<file path="src/sv/moving_average_filter_unit_assert.svh">
// assertion macros for the moving average filter unit
// no dependencies; included inside the top-level module body
`ifndef MOVING_AVERAGE_FILTER_UNIT_ASSERT_SVH
`define MOVING_AVERAGE_FILTER_UNIT_ASSERT_SVH

// consequent must hold in the same cycle as the antecedent
`define MAF_ASSERT_SAME(label, clk, rst_n, ante, cons) \
    label: assert property (@(posedge clk) disable iff (!rst_n) (ante) |-> (cons)) \
        else $error("moving average filter: same-cycle check failed");

// consequent must hold in the cycle after the antecedent
`define MAF_ASSERT_NEXT(label, clk, rst_n, ante, cons) \
    label: assert property (@(posedge clk) disable iff (!rst_n) (ante) |=> (cons)) \
        else $error("moving average filter: next-cycle check failed");

`endif

</file>
<file path="src/sv/mavg_pkg.sv">
// shared constants and helpers for the moving average filter unit
// no dependencies
`timescale 1ns / 1ps
`default_nettype none

package mavg_pkg;

    localparam int MAX_WINDOW      = 16;
    localparam int SAMPLE_BITS     = 12;
    localparam int WINDOW_AT_RESET = 3;
    localparam int CFG_BITS        = 5;

    localparam int POS_BITS   = $clog2(MAX_WINDOW);
    localparam int LEN_BITS   = $clog2(MAX_WINDOW + 1);
    localparam int SUM_BITS   = SAMPLE_BITS + $clog2(MAX_WINDOW);
    localparam int CNT_BITS   = $clog2(SUM_BITS);
    localparam int TDATA_BITS = ((SAMPLE_BITS + 7) / 8) * 8;

    // saturate a window write into 1..MAX_WINDOW
    function automatic logic [LEN_BITS-1:0] clamp_window(input logic [CFG_BITS-1:0] v);
        logic [LEN_BITS-1:0] res;
        if (v == '0) begin
            res = LEN_BITS'(1);
        end else if (int'(v) > MAX_WINDOW) begin
            res = LEN_BITS'(MAX_WINDOW);
        end else begin
            res = LEN_BITS'(v);
        end
        return res;
    endfunction

endpackage

`default_nettype wire

</file>
<file path="src/sv/moving_average_filter_unit.sv">
// moving average filter unit: ring of recent samples, running sum, bit-serial mean
// depends on mavg_pkg and moving_average_filter_unit_assert.svh
`timescale 1ns / 1ps
`default_nettype none

// usage:
//   slave stream (i_s_axis_*) carries one sample per transaction in tdata[11:0].
//   master stream (o_m_axis_*) carries the truncated mean in tdata[11:0].
//   config channel (i_cfg_valid/o_cfg_ready/i_cfg_data) sets the window length,
//   saturated into 1..16; every write empties the window. write only when idle.
// sequence: an accepted sample updates the running sum, which is then divided
//   by the fill count in restoring division, one quotient bit per cycle; the
//   quotient then moves into the output register.
// samples: the bit-serial divider handles one sample at a time, so a new
//   sample is taken only after the last one's mean is handed over; tready is
//   high only while the divider is free.
// reset: window length 3, sum, write position and fill count cleared, output
//   empty. ring entries need no clearing: a slot not yet written since the last
//   clear is always one the fill count marks as empty, and reads as zero.
// stall: a finished mean waits in the output register while the receiver holds
//   tready low; the next sample is still taken, and its division waits at the
//   end until the output register is free.
module moving_average_filter_unit (
    input  wire logic                            i_clk,
    input  wire logic                            i_rst_n,
    // sample stream in, tdata: sample[11:0], zero padding above
    input  wire logic                            i_s_axis_tvalid,
    output logic                                 o_s_axis_tready,
    input  wire logic [mavg_pkg::TDATA_BITS-1:0] i_s_axis_tdata,
    // mean stream out, tdata: average[11:0], zero padding above
    output logic                                 o_m_axis_tvalid,
    input  wire logic                            i_m_axis_tready,
    output logic      [mavg_pkg::TDATA_BITS-1:0] o_m_axis_tdata,
    // window length write channel
    input  wire logic                            i_cfg_valid,
    output logic                                 o_cfg_ready,
    input  wire logic [mavg_pkg::CFG_BITS-1:0]   i_cfg_data
);
    import mavg_pkg::*;

    localparam logic [1:0] ST_IDLE = 2'd0;
    localparam logic [1:0] ST_DIV  = 2'd1;
    localparam logic [1:0] ST_DONE = 2'd2;

    logic [1:0]             r_state, n_state;
    logic [LEN_BITS-1:0]    r_len, n_len;
    logic [POS_BITS-1:0]    r_pos, n_pos;
    logic [LEN_BITS-1:0]    r_fill, n_fill;
    logic [SUM_BITS-1:0]    r_sum, n_sum;
    logic [SAMPLE_BITS-1:0] r_store [MAX_WINDOW];

    // divider: dividend shifts out the top while quotient bits enter the bottom
    logic [SUM_BITS-1:0]    r_quo, n_quo;
    logic [LEN_BITS-1:0]    r_rem, n_rem;
    logic [LEN_BITS-1:0]    r_div, n_div;
    logic [CNT_BITS-1:0]    r_cnt, n_cnt;

    logic                   r_out_valid, n_out_valid;
    logic [SAMPLE_BITS-1:0] r_out_data, n_out_data;

    logic                   in_txn, cfg_txn, out_free;
    logic [SAMPLE_BITS-1:0] sample, oldest;
    logic [LEN_BITS:0]      trial;
    logic [LEN_BITS-1:0]    pos_inc;

    assign in_txn   = i_s_axis_tvalid && o_s_axis_tready;
    assign cfg_txn  = i_cfg_valid && o_cfg_ready;
    assign out_free = !r_out_valid || i_m_axis_tready;
    assign sample   = i_s_axis_tdata[SAMPLE_BITS-1:0];
    // slots beyond the fill count were not written since the last clear
    assign oldest   = (r_fill < r_len) ? '0 : r_store[r_pos];
    assign pos_inc  = LEN_BITS'(r_pos) + LEN_BITS'(1);
    assign trial    = {r_rem, r_quo[SUM_BITS-1]};

    assign o_s_axis_tready = (r_state == ST_IDLE);
    assign o_cfg_ready     = 1'b1;
    assign o_m_axis_tvalid = r_out_valid;
    assign o_m_axis_tdata  = TDATA_BITS'(r_out_data);

    always_comb begin
        n_state     = r_state;
        n_len       = r_len;
        n_pos       = r_pos;
        n_fill      = r_fill;
        n_sum       = r_sum;
        n_quo       = r_quo;
        n_rem       = r_rem;
        n_div       = r_div;
        n_cnt       = r_cnt;
        n_out_valid = r_out_valid;
        n_out_data  = r_out_data;

        if (r_out_valid && i_m_axis_tready) begin
            n_out_valid = 1'b0;
        end

        unique case (r_state)
            ST_IDLE: begin
                if (in_txn) begin
                    n_sum = r_sum - SUM_BITS'(oldest) + SUM_BITS'(sample);
                    n_pos = (pos_inc >= r_len) ? '0 : r_pos + POS_BITS'(1);
                    n_fill = (r_fill < r_len) ? r_fill + LEN_BITS'(1) : r_fill;
                    n_quo = n_sum;
                    n_div = n_fill;
                    n_rem = '0;
                    n_cnt = '0;
                    n_state = ST_DIV;
                end
            end
            ST_DIV: begin
                if (trial >= {1'b0, r_div}) begin
                    n_rem = LEN_BITS'(trial - {1'b0, r_div});
                    n_quo = {r_quo[SUM_BITS-2:0], 1'b1};
                end else begin
                    n_rem = trial[LEN_BITS-1:0];
                    n_quo = {r_quo[SUM_BITS-2:0], 1'b0};
                end
                n_cnt = r_cnt + CNT_BITS'(1);
                if (r_cnt == CNT_BITS'(SUM_BITS - 1)) begin
                    n_state = ST_DONE;
                end
            end
            ST_DONE: begin
                if (out_free) begin
                    n_out_valid = 1'b1;
                    n_out_data  = r_quo[SAMPLE_BITS-1:0];
                    n_state     = ST_IDLE;
                end
            end
            default: begin
                n_state = ST_IDLE;
            end
        endcase

        if (cfg_txn) begin
            n_len  = clamp_window(i_cfg_data);
            n_sum  = '0;
            n_pos  = '0;
            n_fill = '0;
        end
    end

    always_ff @(posedge i_clk) begin
        if (!i_rst_n) begin
            r_state     <= ST_IDLE;
            r_len       <= LEN_BITS'(WINDOW_AT_RESET);
            r_pos       <= '0;
            r_fill      <= '0;
            r_sum       <= '0;
            r_cnt       <= '0;
            r_out_valid <= 1'b0;
        end else begin
            r_state     <= n_state;
            r_len       <= n_len;
            r_pos       <= n_pos;
            r_fill      <= n_fill;
            r_sum       <= n_sum;
            r_cnt       <= n_cnt;
            r_out_valid <= n_out_valid;
        end
    end

    always_ff @(posedge i_clk) begin
        r_quo      <= n_quo;
        r_rem      <= n_rem;
        r_div      <= n_div;
        r_out_data <= n_out_data;
        if (in_txn) begin
            r_store[r_pos] <= sample;
        end
    end

`include "moving_average_filter_unit_assert.svh"

    `MAF_ASSERT_NEXT(a_accept_starts_div, i_clk, i_rst_n, in_txn && !cfg_txn, r_state == ST_DIV)
    `MAF_ASSERT_SAME(a_fill_bounded, i_clk, i_rst_n, 1'b1, r_fill <= r_len)
    `MAF_ASSERT_SAME(a_pos_tracks_fill, i_clk, i_rst_n, r_fill < r_len, LEN_BITS'(r_pos) == r_fill)

endmodule

`default_nettype wire
</file>
<file path="config.mk">
export PLATFORM = sky130hd
export DESIGN_NAME = moving_average_filter_unit
export DESIGN_NICKNAME = d
export VERILOG_FILES = /design/src/sv/mavg_pkg.sv /design/src/sv/moving_average_filter_unit.sv
export VERILOG_INCLUDE_DIRS = /design/src /design/src/sv
export SDC_FILE = /design/constraint.sdc
export NUM_CORES = 1
export LEC_CHECK = 0
export ABC_AREA = 1
export CORE_MARGIN = 2
export CORE_UTILIZATION = 45
export CTS_BUF_LIST = sky130_fd_sc_hd__clkbuf_16
export DETAILED_ROUTE_END_ITERATION = 12
export DONT_BUFFER_PORTS = 1
export PLACE_DENSITY = 0.57
export SETUP_SLACK_MARGIN = 0.05
export SLEW_MARGIN = 20
export SYNTH_ARGS = -nofsm -noshare
export SYNTH_HDL_FRONTEND = slang
export SYNTH_SLANG_ARGS = --single-unit
</file>
<file path="constraint.sdc">
create_clock -name i_clk -period 3.75 [get_ports i_clk]
set_clock_uncertainty 0.2 [all_clocks]
set_input_delay 0.75 -clock i_clk [delete_from_list [all_inputs] [get_ports i_clk]]
set_output_delay 0.75 -clock i_clk [all_outputs]
set_load 0.01 [all_outputs]
</file>
* Word level (Yosys, flattened, before mapping)
Memories as Yosys holds them, arrays and structs flattened. A register that Yosys moved wholly into a read port is not among the register bits.
Index checks and enable logic that the tools add are counted.
** Storage, ports and cells
- Register bits :: 75
- Bits in writable memories :: 192
- Bits of input ports :: 26
- Output and inout bits :: 19
- Logic and storage cells :: 66
- Memories kept :: 1
** Memories
- r_store :: depth 16, bits a word 12, rd ports 1, clocked after Yosys merged registers in 1, wr ports 1, RTL line moving_average_filter_unit.sv:50 : logic [SAMPLE_BITS-1:0] r_store [MAX_WINDOW];
** Operators by class
- Add/sub/neg operators :: 7
- $lt $le $gt $ge :: 4
- Equal/unequal tests :: 6
- Mux-type cells :: 24
- Bitwise gates (word level) :: 1
- Reduce and logical (&&, ||, !) cells :: 12
** Operators with widths (count)
- case mux 16 bit (2 select lines) :: 1
- two-way mux 5 bit :: 5
- adder 16 x 12 -> 16 bit :: 1
- two-way mux 16 bit :: 1
- two-way mux 4 bit :: 4
- subtractor 16 x 12 -> 16 bit :: 1
- two-way mux 12 bit :: 1
- case mux 5 bit (2 select lines) :: 1
- adder 4 x 1 -> 4 bit, second input constant :: 2
- case mux 4 bit (2 select lines) :: 1
- >= comparator 6 x 5 -> 1 bit :: 1
- two-way mux 1 bit :: 6
- two-way mux 2 bit :: 3
- case mux 2 bit (3 select lines) :: 1
- AND reduction 2 bit :: 3
- adder 4 x 1 -> 5 bit, second input constant :: 1
- adder 5 x 1 -> 5 bit, second input constant :: 1
- >= comparator 5 bit :: 1
- greater-than comparator 5 bit, second input constant :: 1
- zero test 5 bit :: 1
- < comparator 5 bit :: 1
- subtractor 5 bit :: 1
- == test 4 bit, second input constant :: 1
- != test 2 bit, second input constant :: 2
- other kinds (11) :: 12

* Longest topological paths before layout
Gate-level depths: netlist (run 1).
- Depth in word-level cells :: 6
- Mapped depth :: 23
- Depth with buffers taken out :: 22

* Worst setup path after synthesis (run 1)
No wires, ideal clock.
- Path type :: reg-to-reg
- Start :: register r_fill[2]
- End :: register r_quo[14] (data pin)
- Library setup time :: 253 ps
- Arrival time :: 2957 ps
- Data required time :: 3297 ps
- Path slack :: 340 ps
- Stages on the path, launching flop included :: 21
- Buffers on the path :: 1
- Clock period less this slack :: 3410 ps
- Cells stage by stage :: dfxtp_1 -> ha_1 -> nand2_1 -> inv_1 -> o21ai_1 -> nand3_2 -> buf_2 -> o21ai_0 -> nor2_1 -> fa_1 -> inv_1 -> ha_1 -> or2_2 -> nand3_1 -> nand2_1 -> nand2_1 -> nand2_1 -> nand2_1 -> nand2_1 -> nand2_1 -> nand2_1
** On the way
- Cells in the longest elaborated chain, start to end :: 6
** RTL lines
- from (decl) :: RTL line moving_average_filter_unit.sv:48 : logic [LEN_BITS-1:0] r_fill, n_fill;
- from (signal assigned) :: RTL line moving_average_filter_unit.sv:156 : r_fill <= n_fill;
- < comparator 5 bit :: RTL line moving_average_filter_unit.sv:71 : assign oldest = (r_fill < r_len) ? '0 : r_store[r_pos];
- two-way mux 12 bit :: RTL line moving_average_filter_unit.sv:71
- subtractor 16 x 12 -> 16 bit :: RTL line moving_average_filter_unit.sv:100 : n_sum = r_sum - SUM_BITS'(oldest) + SUM_BITS'(sample);
- adder 16 x 12 -> 16 bit :: RTL line moving_average_filter_unit.sv:100
- two-way mux 16 bit :: RTL line moving_average_filter_unit.sv:99 : if (in_txn) begin
- case mux 16 bit (2 select lines) :: RTL line moving_average_filter_unit.sv:97 : unique case (r_state)
- named net n_quo[14] :: RTL line moving_average_filter_unit.sv:53 : logic [SUM_BITS-1:0] r_quo, n_quo;
- to (signal assigned) :: RTL line moving_average_filter_unit.sv:164 : r_quo <= n_quo;
- to (decl) :: RTL line moving_average_filter_unit.sv:53
The timed path passes the listed nets, and every way through them passes these cells. The select of a mux whose other input is x is not followed.
A chain may end at the register's enable or synchronous reset.

* Worst setup path in the final report (run 1)
- Start :: register r_len[3]
- End :: register r_quo[11] (data pin)
** On the way
- Cells in the longest elaborated chain, start to end :: 6
** RTL lines
- from (decl) :: RTL line moving_average_filter_unit.sv:46 : logic [LEN_BITS-1:0] r_len, n_len;
- from (signal assigned) :: RTL line moving_average_filter_unit.sv:146 : r_len <= LEN_BITS'(WINDOW_AT_RESET);
- from (signal assigned) :: RTL line moving_average_filter_unit.sv:154 : r_len <= n_len;
- < comparator 5 bit :: RTL line moving_average_filter_unit.sv:71
- two-way mux 12 bit :: RTL line moving_average_filter_unit.sv:71
- subtractor 16 x 12 -> 16 bit :: RTL line moving_average_filter_unit.sv:100
- adder 16 x 12 -> 16 bit :: RTL line moving_average_filter_unit.sv:100
- two-way mux 16 bit :: RTL line moving_average_filter_unit.sv:99
- case mux 16 bit (2 select lines) :: RTL line moving_average_filter_unit.sv:97
- named net n_quo[11] :: RTL line moving_average_filter_unit.sv:53
The timed path passes the listed nets, and every way through them passes these cells. The select of a mux whose other input is x is not followed.

==> results of run 1 <==
synth_stat cells, types with 9 or more instances:
cell      count
nand2_1     361
edfxtp_1    230
inv_1       135
a21oi_1     106
nand3_1      90
nor2_1       57
dfxtp_1      41
ha_1         36
o21ai_0      28
buf_2        24
buf_4        14
nor3_1       14
fa_1         13
xor2_1       12
nand2_2      10
o21ai_1      10
a211oi_2      9
clkbuf_1      9
how the worst min path moves through the flow:
stage                      start             end  slack (ns)
2_1_floorplan           r_quo[0]   r_out_data[0]        0.23
5_1_grt        i_s_axis_tdata[3]  r_store[15][3]        0.06
6_report       i_s_axis_tdata[8]  r_store[14][8]        0.08
3_3_place_gp            r_quo[0]   r_out_data[0]        0.24
3_5_place_dp            r_quo[6]   r_out_data[6]        0.24
4_1_cts        i_s_axis_tdata[2]  r_store[15][2]        0.06
critical path: stages, from the launching register on:
cell,delay (ns)
dfxtp_1,0.30
inv_1,0.13
ha_4,0.22
nand2_2,0.06
inv_2,0.05
nand4_1,0.09
buf_6,0.14
nand3_4,0.15
buf_12,0.18
o21ai_2,0.07
buf_6,0.15
nor2_4,0.04
fa_1,0.51
inv_2,0.05
ha_4,0.25
nand2_1,0.06
nand2_1,0.07
inv_1,0.07
nand2_2,0.09
buf_4,0.14
inv_2,0.05
nand2_2,0.05
nand2_2,0.05
nand2_1,0.05
nand2_1,0.06
nand2_1,0.05
registers in the layout, summed over array words and instances (netlist names), named ones only:
| signal | cells |
|---|---|
| o_m_axis_tvalid | 1 |
| r_cnt | 4 |
| r_div | 5 |
| r_fill | 5 |
| r_len | 5 |
| r_out_data | 12 |
| r_pos | 4 |
| r_quo | 16 |
| r_rem | 5 |
| r_state | 2 |
| r_store | 192 |
| r_sum | 16 |
final cells by class:
type,instances,area (um2),share of cell area [%]
Clock buffer,29,725.7,4.765
Inverter,141,545.5,3.582
Timing Repair Buffer,93,888.4,5.833
Clock inverter,25,158.9,1.043
Tap cell,378,473.0,3.105
Timing Repair inverter,1,8.758,0.05750
Multi-Input combinational cell,790,4692,30.81
Sequential cell,271,7739,50.81
power by group:
part,switching (mW),internal [mW]
registers,0.0629,3.44
logic,0.864,0.614
clock network,1.14,1.53
cells by family (layout without fill, tap and decap cells):
group / after synthesis / after routing
compound gates: 173 / 173
xor+xnor: 15 / 15
fa+ha+maj: 49 / 49
buf+inv: 196 / 289
flops: 271 / 271
other cells: 2 / 5
simple gates: 547 / 548
cells in the final DEF, fill, tap and decap left out, types with 23 or more instances in the layout:
cell type / synthesis / routed
buf_4: 14 / 75
nand3_1: 90 / 84
a21oi_1: 106 / 97
nand2_1: 361 / 332
ha_1: 36 / 23
nand2_2: 10 / 36
inv_1: 135 / 139
dfxtp_1: 41 / 34
nor2_1: 57 / 44
o21ai_0: 28 / 23
clkbuf_16: 0 / 32
edfxtp_1: 230 / 230
repair_timing:
item,in CTS,in global routing
gates cloned,1,4
pin swaps,3,29
hold endpoints to repair,0,0
setup endpoints to repair,25,25
gates resized for setup,25,118
setup buffers,1,13
metal layers:
| metal | GRT usage, % | wire length [um] | vias to the layer above |
|---|---|---|---|
| li1 | - | - | 4344 |
| met1 | 28.73 | 13900 | 4245 |
| met2 | 32.02 | 13840 | 218 |
| met3 | 3.067 | 1807 | 54 |
| met4 | 5.919 | 826 | 0 |
| met5 | 0 | 0 | - |
==> impl_metrics.csv, run 1 <==
group,metric,value,unit
outcome,status,"finished clean",
timing,fmaxAchievable,0.2768,GHz
floorplanning,num_io_pins,45,
detailed_routing,routed-via-count,8861,
synth,ys_ff_latch,271,
synth,synth_top_cells_by_area,"edfxtp_1 54%, nand2_1 11%, dfxtp_1 6.5%",
global_route,grt_max_degree,62,
worst_setup_path,ff2ff_setup_slack,0.14,ns
synth,yosysTopAreaCell,"edfxtp_1",
power,finalPower,7.649,mW
synth,synth_mux_area_share,0,%
global_route,grt_remaining_overflow,0,
cts,insertion_delay,0.56,ns
timing,setup_ws,0.1371,ns
timing,hold_ws,0.08473,ns
cts,cts_hold_buf,0,
global_route,grt_pass1_wl,45640,um
cts,clk_pin_slew,0.06,ns
cts,clk_path_buf_depth,3,
global_route,grt.total_usage,20.13,%
timing,setup_tns,0,ns
synth,yosysSeqAreaShare,60.79,%
synth,synth_compound_area_share,7.697,%
synth,synth.distinct_cells,38,
detailed_routing,route.detailed.drc,0,
floorplanning,die_y,172.1,um
finish,finish.utilization,54.82,%
placement,dpl_cell_area,0.01350,mm2
detailed_routing,totalWireLength,30380,um
worst_setup_path,r2r-end,"r_quo[11]",
timing,rsz0062_at_grt,"yes",
synth,postSynthCellCount,1253,
power,power_density,502.2,mW/mm2
detailed_routing,drt_iter0_drc,651,
worst_setup_path,start_kind,"register",
worst_setup_path,worstRegToRegCells,25,
worst_setup_path,crit_end,"r_quo[11]",
job,cap_violations,0,
detailed_routing,vias_per_cell,5.128,
placement,dp_worst_setup_slack,-0.2329,ns
worst_setup_path,crit_type,"register to register",
floorplanning,initial_core_util,45.76,%
synth,synth-adder-area-share,5.591,%
finish,stdcell_area,0.01523,mm2
timing,period_share,96.34,%
floorplanning,core,0.02778,mm2
timing,finalCriticalPeriod,3.613,ns
cts,cts_tree,"done",
synth,syn-cell-area,0.01271,mm2
detailed_routing,dr.pass1.iters,5,
global_route,grt_pass1_vias,8328,
worst_setup_path,reg2reg_from,"r_len[3]",
synth,synth_edf_count,230,
floorplanning,dieArea,0.02961,mm2
synth,syn-mean-instance-area,10.15,um2
synth,synth-main-ff-cell,"edfxtp_1",
power,ir_worst_vdd,0.0003576,V
hold_path,hold_path_depth,0,
finish,antenna_cells,0,
timing,worstMarginPinSlew,0.8877,ns
worst_setup_path,critPathLaunch,"r_len[3]",
finish,instances_no_fill,1728,
finish,drive_gt1_share,20.30,%
synth,synth_top_family_by_area,"simple AND/OR/NAND/NOR gates",
cts,clkSinkCount,271,
finish,fillers,2426,
worst_setup_path,arrival,3.71,ns
synth,synth_xor_xnor_area_share,1.033,%
floorplanning,fp.dieW,172.1,um
timing,relSlewSlack,40.76,%
synth,yosys.area_share.simple,17.82,%
placement,dpl.cell_count,1655,
worst_setup_path,critPathMaxFanout,5,
power,p_leak,6.188,nW
synth,ys_warn_count,0,
hold_path,hold_class,"input port to register",
placement,port_buffers,0,
synth,synth_top_area_share,54.33,%
detailed_routing,wire_per_inst,17.58,um
timing,finalHoldViolations,0,
cts,htreeDepth,1,
finish,syn2layout_area_growth,19.81,%
timing,drv_slew,0,
worst_setup_path,worst_setup_path_end_kind,"register",
placement,hpwl,18440,um
cts,root_buffer,"clkbuf_16",
finish,nets,1402,
floorplanning,row_count,61,
synth,synthArstFlopShare,0,%
detailed_routing,antenna_left,0,
global_route,antenna_found_initial,0,
placement,place_congestion,0.8484,
cts,numCtsBuffers,29,
timing,setup_viol,0,
worst_setup_path,worst_ep_required_time,3.85,ns
(Power assumes the default switching activity.)
==> inputs of run 2 (changes only) <==
ABC_AREA = 0   (was 1)
==> run 2 against run 1 <==
The run now ends with DRC, setup timing left. Via count is 25% lower. Clock power rose by 14%. Combinational power down 25%. Critical path depth is 11 lower. Flip-flop and latch count is the same. Synthesized cell count down 37%. Global-route usage down 1.9 points. Non-clock buffer count grew 2. Sequential share of layout area is 2.4 points higher. Sequential power decreased by 1%. Die area shrank 5.6%. Critical path type unchanged. Highest routed layer unchanged.
==> impl_metrics.csv, run 2 <==
group,metric,value,unit
outcome,status,"finished, violations left",
outcome,violations,"DRC, setup timing",
global_route,antenna_found_initial,0,
timing,setup_ws,-0.4833,ns
synth,ys_ff_latch,271,
worst_setup_path,cp_num_cells,14,
worst_setup_path,worst_path_most_repeated_cell,"mux4_2",
synth,yosysSeqAreaShare,64.45,%
synth,yosysTopAreaCell,"edfxtp_1",
worst_setup_path,crit_buf_inv,4,
worst_setup_path,crit_slowest_cell,"mux4_2",
timing,rsz0062_at_grt,"yes",
synth,synth-main-ff-cell,"edfxtp_1",
synth,synth_commonest_cells,"230 x edfxtp_1, 66 x inv_1, 60 x mux4_2, 60 x nand2_1, 41 x dfxtp_1",
synth,yosysMostFrequentCell,"edfxtp_1",
synth,syn-mean-instance-area,15.16,um2
timing,finalHoldViolations,0,
timing,worstMarginPinSlew,1.001,ns
finish,drive_gt1_share,28.62,%
finish,instances_no_fill,1240,
cts,numCtsBuffers,29,
worst_setup_path,crit_type,"register to register",
detailed_routing,routed-via-count,6630,
worst_setup_path,arrival,4.34,ns
global_route,grt_remaining_overflow,0,
worst_setup_path,worst_ep_required_time,3.86,ns
detailed_routing,totalWireLength,24830,um
cts,clkSinkCount,271,
finish,largest_register_ff_count,192,
placement,hpwl,16360,um
worst_setup_path,worstRegToRegCells,14,
worst_setup_path,r2r-end,"r_quo[14]",
synth,synth_top_cells_by_area,"edfxtp_1 58%, mux4_2 11%, dfxtp_1 6.8%",
cts,root_buffer,"clkbuf_16",
placement,place_congestion,0.8328,
detailed_routing,route.detailed.drc,4,
placement,dpl.cell_count,1176,
floorplanning,fp.dieW,167.2,um
power,p_leak,5.144,nW
detailed_routing,drt_iter0_drc,345,
worst_setup_path,critPathMaxFanout,7,
worst_setup_path,ff2ff_setup_slack,-0.48,ns
finish,antenna_cells,0,
floorplanning,core,0.02613,mm2
power,ir_worst_vdd,0.0004270,V
cts,clk_path_buf_depth,3,
cts,clk_pin_slew,0.06,ns
global_route,grt_pass1_wl,39220,um
worst_setup_path,cp_cell_sequence,"buf_12 -> buf_16 -> mux4_2 -> mux4_2 -> nor2b_4 -> fa_1 -> inv_1 -> ha_4 -> buf_4 -> a311o_1 -> nand3_2 -> o31ai_1 -> xor2_1 -> mux2_4",
hold_path,hold_class,"input port to register",
job,cap_violations,0,
finish,largest_registers,"r_store: 192 flops, r_quo: 16 flops, r_sum: 16 flops",
floorplanning,dieArea,0.02796,mm2
cts,insertion_delay,0.55,ns
synth,postSynthCellCount,791,
global_route,grt.total_usage,18.21,%
finish,final_common_cell,"edfxtp_1",
cts,htreeDepth,1,
timing,hold_ws,0.06991,ns
finish,largest-register,"r_store",
floorplanning,row_count,59,
detailed_routing,dr.pass1.iters,8,
global_route,grt_pass1_vias,6991,
timing,period_share,112.9,%
timing,fmaxAchievable,0.2362,GHz
floorplanning,die_y,167.2,um
worst_setup_path,cp_top_family,"multiplexers",
detailed_routing,antenna_left,0,
power,power_density,523.2,mW/mm2
placement,port_buffers,0,
synth,synth_top_area_share,57.61,%
timing,finalCriticalPeriod,4.233,ns
floorplanning,num_io_pins,45,
timing,setup_viol,24,
detailed_routing,wire_per_inst,20.02,um
timing,drv_slew,0,
finish,syn2layout_area_growth,21.14,%
placement,dp_worst_setup_slack,-0.5386,ns
worst_setup_path,worst_setup_path_end_kind,"register",
synth,synthArstFlopShare,0,%
floorplanning,initial_core_util,45.88,%
finish,layout_common_cells,"230 x edfxtp_1, 76 x buf_4, 68 x inv_1",
synth,ys_warn_count,0,
timing,relSlewSlack,33.10,%
worst_setup_path,crit_end,"r_quo[14]",
synth,synth_edf_count,230,
synth,syn-cell-area,0.01199,mm2
detailed_routing,vias_per_cell,5.347,
cts,cts_tree,"done",
worst_setup_path,start_kind,"register",
synth,synth.distinct_cells,50,
global_route,grt_max_degree,28,
finish,nets,958,
worst_setup_path,cpPeakStageDelay,0.53,ns
run 2: changes by cell type after synthesis, sizes merged, moves of 60 or more:
cell,before,now
mux4,0,60
a21oi,106,31
nand2,371,62
inv,141,66
nand3,91,18
run 2: cells by family after synthesis:
family / count (synthesis) / share of synthesized area (%)
buffers and inverters: 103 / 3.778
muxes: 68 / 11.98
other: 2 / 0.06264
and+or+nand+nor: 172 / 6.794
DFF: 271 / 64.45
xor gates and xnor gates: 24 / 1.753
adders and majority gates: 49 / 5.928
AOI/OAI and AO/OA: 102 / 5.249
run 2: how the worst min path moves through the flow:
stage                     endpoint  cells after the start      start  slack (ns)
detailed placement   r_out_data[2]                      0   r_quo[2]        0.24
CTS                       r_len[0]                      1    i_rst_n        0.05
global route              r_len[0]                      1    i_rst_n        0.06
global placement    r_out_data[11]                      0  r_quo[11]        0.24
finish                    r_len[0]                      1    i_rst_n        0.07
floorplan           r_out_data[11]                      0  r_quo[11]        0.22
run 2: repair_timing:
item,in CTS,in global routing
gates resized for setup,42,21
setup buffers,6,3
pin swaps,19,10
cloned,2,0
hold buffers,0,0
endpoints found under the setup margin,26,26
run 2: report_power, final:
group          internal (mW)  total [mW]  switching [mW]
sequential              3.40        3.45          0.0475
clock                   1.89        3.04            1.15
combinational          0.551        1.11           0.555
total                   5.84        7.60            1.76
run 2: metal layers:
| layer | routed length [um] | GRT usage [%] |
|---|---|---|
| met1 | 10400 | 22.91 |
| met2 | 12950 | 33.27 |
| met3 | 885 | 2.553 |
| met4 | 595 | 4.612 |
| met5 | 0 | 0 |
run 2: cell type report:
type	count	area (um2)
fill	2077	11610
sequential	271	7732
multi-input combinational	420	4177
timing repair buffer	95	917.1
clock buffer	29	725.7
tap	335	419.2
clock inverter	24	305.3
inverter	66	247.7
run 2: metrics by stage:
| stage | utilization (%) | setup TNS (ns) | power [mW] | instance area (um2) |
|---|---|---|---|---|
| floorplan | - | -3.221 | 4.150 | 12130 |
| global placement | 50.09 | -8.399 | 4.413 | 13090 |
| detailed placement | 50.09 | -8.491 | 4.444 | 13090 |
| CTS | 55.17 | -7.535 | 7.599 | 14420 |
| global route | 55.58 | -10.46 | 7.911 | 14520 |
| finish | 55.58 | -6.903 | 7.599 | 14520 |
